`config.mk`:
```
export PLATFORM = sky130hd
export DESIGN_NAME = cpt_fifo
export DESIGN_NICKNAME = d
export VERILOG_FILES = /design/src/design/cpt_pkg.sv /design/src/design/cpt_fifo.sv
export VERILOG_INCLUDE_DIRS = /design/src /design/src/design
export SDC_FILE = /design/constraint.sdc
export NUM_CORES = 1
export LEC_CHECK = 0
export BUFFER_PORTS_ARGS = -buffer_cell sky130_fd_sc_hd__buf_2
export CORE_ASPECT_RATIO = 1.2
export CORE_MARGIN = 8
export CORE_UTILIZATION = 53
export CTS_CLUSTER_SIZE = 14
export DETAILED_ROUTE_END_ITERATION = 8
export PLACE_DENSITY = 0.72
export SLEW_MARGIN = 30
export SYNTH_ARGS = -nofsm -noshare
export SYNTH_HDL_FRONTEND = slang
export SYNTH_SLANG_ARGS = --single-unit
```
`constraint.sdc`:
```
create_clock -name clk -period 2.22 [get_ports clk]
set_clock_uncertainty 0.05 [all_clocks]
set_input_delay 0.222 -clock clk [delete_from_list [all_inputs] [get_ports clk]]
set_output_delay 0.222 -clock clk [all_outputs]
set_load 0.01 [all_outputs]
```
`src/design/closest_point_on_triangle_2d_defines.svh`:
```
// Assertion macros shared by the closest-point block.
// Depends on nothing; files that check their own logic include it.
`ifndef CLOSEST_POINT_ON_TRIANGLE_2D_DEFINES_SVH
`define CLOSEST_POINT_ON_TRIANGLE_2D_DEFINES_SVH
`ifndef ASSERT_OFF
// Property that must hold at every clock edge outside reset.
`define CPT_ASSERT(lbl, prop, msg) \
  lbl: assert property (@(posedge clk) disable iff (!rst_n) (prop)) else $error(msg);
// Condition that must be followed by a consequence in the next cycle.
`define CPT_ASSERT_NEXT(lbl, ante, cons, msg) \
  lbl: assert property (@(posedge clk) disable iff (!rst_n) (ante) |=> (cons)) else $error(msg);
`else
`define CPT_ASSERT(lbl, prop, msg)
`define CPT_ASSERT_NEXT(lbl, ante, cons, msg)
`endif
`endif

```
`src/design/cpt_pkg.sv`:
```
// Package for the closest-point-on-triangle block: defaults, region codes,
// queue sizing and the queue status type. Depends on nothing.
package cpt_pkg;
  localparam int CPT_COORD_WIDTH = 32;
  localparam int CPT_FRAC_BITS   = 16;

  localparam logic [2:0] REGION_INSIDE = 3'd0;
  localparam logic [2:0] REGION_A      = 3'd1;
  localparam logic [2:0] REGION_B      = 3'd2;
  localparam logic [2:0] REGION_C      = 3'd3;
  localparam logic [2:0] REGION_AB     = 3'd4;
  localparam logic [2:0] REGION_BC     = 3'd5;
  localparam logic [2:0] REGION_CA     = 3'd6;

  localparam int CPT_QDEPTH = 8;
  localparam int CPT_QPTR_W = $clog2(CPT_QDEPTH);
  localparam int CPT_QCNT_W = $clog2(CPT_QDEPTH + 1);

  typedef struct packed {
    logic                  empty;
    logic [CPT_QCNT_W-1:0] count;
  } cpt_q_stat_t;
endpackage

```
`src/design/cpt_fifo.sv`:
```
// Short register queue between the classifier and the projection pipeline.
// Depends on cpt_pkg and the assertion macro header.
`include "closest_point_on_triangle_2d_defines.svh"
module cpt_fifo import cpt_pkg::*; #(
  parameter int WIDTH = 8
) (
  input  logic             clk,
  input  logic             rst_n,
  input  logic             push,
  input  logic [WIDTH-1:0] push_data,
  input  logic             pop,
  output logic [WIDTH-1:0] pop_data,
  output cpt_q_stat_t      stat
);
  logic [WIDTH-1:0]      mem_r [0:CPT_QDEPTH-1];
  logic [CPT_QPTR_W-1:0] wptr_r, wptr_nxt, rptr_r, rptr_nxt;
  logic [CPT_QCNT_W-1:0] count_r, count_nxt;
  logic                  do_pop;

  assign do_pop   = pop && (count_r != '0);
  assign wptr_nxt = push ? CPT_QPTR_W'(wptr_r + 1'b1) : wptr_r;
  assign rptr_nxt = do_pop ? CPT_QPTR_W'(rptr_r + 1'b1) : rptr_r;

  always_comb begin
    count_nxt = count_r;
    if (push && !do_pop) begin
      count_nxt = CPT_QCNT_W'(count_r + 1'b1);
    end else if (!push && do_pop) begin
      count_nxt = CPT_QCNT_W'(count_r - 1'b1);
    end
  end

  always_ff @(posedge clk) begin
    if (!rst_n) begin
      wptr_r  <= '0;
      rptr_r  <= '0;
      count_r <= '0;
    end else begin
      wptr_r  <= wptr_nxt;
      rptr_r  <= rptr_nxt;
      count_r <= count_nxt;
    end
  end

  always_ff @(posedge clk) begin
    if (push) begin
      mem_r[wptr_r] <= push_data;
    end
  end

  assign pop_data    = mem_r[rptr_r];
  assign stat.empty  = (count_r == '0);
  assign stat.count  = count_r;

  `CPT_ASSERT(a_no_overflow, !(push && !do_pop && count_r == CPT_QCNT_W'(CPT_QDEPTH)), "queue overflow")
  `CPT_ASSERT(a_ptr_gap, (CPT_QPTR_W'(wptr_r - rptr_r) == CPT_QPTR_W'(count_r)), "pointer mismatch")
  `CPT_ASSERT_NEXT(a_push_grows, push && !do_pop, count_r == CPT_QCNT_W'($past(count_r) + 1'b1), "count did not grow")
endmodule

```
==> metrics.cfg <==
[cts]
cts_htree_levels = 3
cts_tree = done
hold_buffers = 0
clkTransAtPathRegs_ns = 0.08
cts_buffer_depth = 2
clkLatencyLatePin_ns = 0.34
cts-root-buf = clkbuf_8
clock-sinks = 77
cts-buffers-inserted = 9

[yosys]
synth_enable_flop_cells = 64
ys_ff_latch = 77
async_flop_share_pct = 0
synthCells = 162
avgSynthCellArea_um2 = 19.33
yosysUniqueCellTypes = 29
syn_nets = 180
yosysSeqAreaShare_pct = 69.68
ys_warn_count = 0
syn-cell-area_um2 = 3132
synth-main-ff-cell = edfxtp_1

[routing]
viasPerCell = 5.488
drt-total-wl_um = 5466
drc = 0
routedWlPerCell_um = 18.66
drt_first_iter_violations = 113
ant_nets = 0
num_vias = 1608
drt_first_pass_iters = 4

[placement]
place.gp.congestion = 0.7722
dp_hpwl_um = 3728
portBuffers = 24

[timing]
worstMarginPinSlew_ns = 0.4688
period_share_pct = 96.44
min_period_ns = 2.141
rsz0062_at_grt = false
slew_headroom_pct = 68.63
fin_tns_setup_ns = 0
hold-worst-slack_ns = 0.09625
final_max_slew_viol_count = 0
timing.fmax_mhz = 467.1
setup_violations = 0
hold_viol = 0

[flow_run]
drv_cap = 0

[floorplan]
die_h_um = 100.2
fp-row-count = 30
start_util_pct = 55.25
die_area_um2 = 8635
die_w_um = 86.17
core-area_um2 = 5668
io_pins = 25

[grt]
antenna_found_initial = 0
grt_max_degree = 17
grt_pass1_vias = 1748
grt_overflow = 0
grtUsageTotal_pct = 13.38
grt_pass1_wl_um = 8397

[critical_path]
required_ns = 1.95
reg2reg_slack_ns = 0.10
cp-end-kind = output pin
path_cells = buf_12 -> mux4_1 -> mux2_2 -> buf_2
critical_path_class = reg2out
cp_max_fo = 16
path_buf_inv = 2
cp.depth = 4
r2r_cells = 8
arrival_ns = 1.87
start_kind = flop
crit_family = multiplexers
worstReg2RegEnd = count_r[3]
cpPeakStageDelay_ns = 0.57
slowest_stage = mux4_1
timing.rr.start = count_r[3]

[power]
clockPowerShare_pct = 24.1
power_frac_seq_pct = 47.1
comb_power_share_pct = 28.8
p_per_area_nw_per_um2 = 1016
p_switching_mw = 1.053
internal_power_mw = 2.637
p_leak_nw = 1.301
vdd_ir_drop_max_v = 0.0007450
p_sw_share_pct = 28.53

[cells_and_area]
fin_nets = 226
area_growth_pct = 16.02
fillers = 407
fin_util_pct = 64.11
diodes = 0
drive_above_1_share_pct = 32.86

[worst_hold_path]
hold_depth = 1
hold_end = mem_r[7][6]
holdCritPathClass = in2reg
hold_start = push_data[6]

[status]
status = completed

[final cells by class]
| type | count | area, µm² | share of cell area, % |
|---|---|---|---|
| clock inverters | 7 | 42.54 | 1.171 |
| inverters | 2 | 7.507 | 0.2066 |
| well taps | 80 | 100.1 | 2.755 |
| flip-flops and latches | 77 | 2182 | 60.06 |
| multi-input cells | 76 | 909.6 | 25.03 |
| repair buffers | 42 | 267.8 | 7.369 |
| clock buffers | 9 | 123.9 | 3.409 |
[worst register-to-register path, cell delays in order (launching register included)]
cell      delay (ns)
dfxtp_1         0.37
o41ai_4         0.37
ha_2            0.23
inv_1           0.11
ha_4            0.25
a21oi_2         0.16
a211oi_1        0.09
a31oi_1         0.22
mux2i_1         0.21
[layer usage]
metal  GRT usage, %  up-vias  routed length (µm)
met5              0        -                   0
met4          7.437        0                 127
met3          3.925       15                 206
met2          23.26       38                2879
met1          14.14      814                2253
li1               -      741                   -
[state kept, by name (all words and copies together) (netlist names), named ones only]
| name | flops |
|---|---|
| rptr_r | 3 |
| mem_r | 64 |
| wptr_r | 3 |
| count_r | 4 |
[through the flow]
| stage | total power, mW | instance area (µm²) | setup slack (ns) | cells |
|---|---|---|---|---|
| after detailed placement | 2.779 | 3428 | -0.04004 | 276 |
| after global placement | 2.710 | 3428 | 0.1683 | 276 |
| after floorplan | 2.484 | 3132 | 0.01323 | 162 |
| after global routing | 3.865 | 3633 | 0.002099 | 293 |
| after CTS | 3.679 | 3605 | -0.02526 | 292 |
| final | 3.690 | 3633 | 0.07909 | 293 |
[Yosys cell counts (all sizes together), types with 3 or more instances]
| library cell | n | share of area, % |
|---|---|---|
| dfxtp | 13 | 8.3 |
| buf | 4 | 1.3 |
| and2 | 7 | 1.4 |
| nand2 | 5 | 0.60 |
| mux4 | 16 | 13 |
| mux2i | 4 | 1.3 |
| nand2b | 4 | 0.80 |
| nor2 | 8 | 0.96 |
| nor2b | 3 | 0.60 |
| clkbuf | 3 | 0.36 |
| ha | 5 | 2.0 |
| edfxtp | 64 | 61 |
| mux2 | 8 | 2.9 |
| xnor2 | 4 | 1.1 |
[cells by family (layout without fill, tap and decap cells)]
family                     Yosys count  after routing  share of synthesized area (%)
xor gates and xnor gates             6              6                          1.678
and+or+nand+nor                     31             31                          5.034
buffers and inverters                9             60                          1.878
adders and majority gates            6              6                          2.637
AOI/OAI and AO/OA                    5              5                          1.638
DFF                                 77             77                          69.68
muxes                               28             28                          17.46
[power groups by stage]
stage / combinational [mW] / sequential (mW) / clock [mW]
2_1_floorplan: 0.699 / 1.78 / 0
3_3_place_gp: 0.958 / 1.75 / 0
3_5_place_dp: 1.02 / 1.76 / 0
4_1_cts: 1.04 / 1.73 / 0.911
5_1_grt: 1.16 / 1.75 / 0.963
6_report: 1.06 / 1.74 / 0.889
[layout by cell type (no fill, tap or decap), types with 3 or more instances in the layout]
cell type,netlist,routed
xnor2_1,4,4
mux2i_1,4,4
buf_4,0,17
clkinv_2,0,3
nand2b_1,4,4
dfxtp_1,13,13
clkbuf_8,0,9
edfxtp_1,64,64
nor2_1,8,8
nand2_1,5,5
buf_2,1,24
nor2b_1,3,3
and2_1,7,7
mux2_2,8,8
ha_1,5,3
mux4_1,15,15
[repair_timing]
item / CTS / global route
gates cloned: 0 / 0
endpoints found under the hold margin: 0 / 0
setup endpoints to repair: 9 / 8
buffers inserted: 0 / 1
pin swaps: 1 / 1
gates resized for setup: 3 / 3
[how the worst max path moves through the flow]
stage / startpoint / to / slack [ns]
CTS: count_r[2] / count_r[3] / -0.03
detailed placement: count_r[2] / count_r[3] / -0.04
floorplan: count_r[1] / count_r[3] / 0.01
global route: count_r[3] / count_r[3] / 0.002
global placement: count_r[2] / count_r[3] / 0.17
finish: flop / pop_data[2] / 0.08
Note: power is estimated with default switching activity, not from simulation.
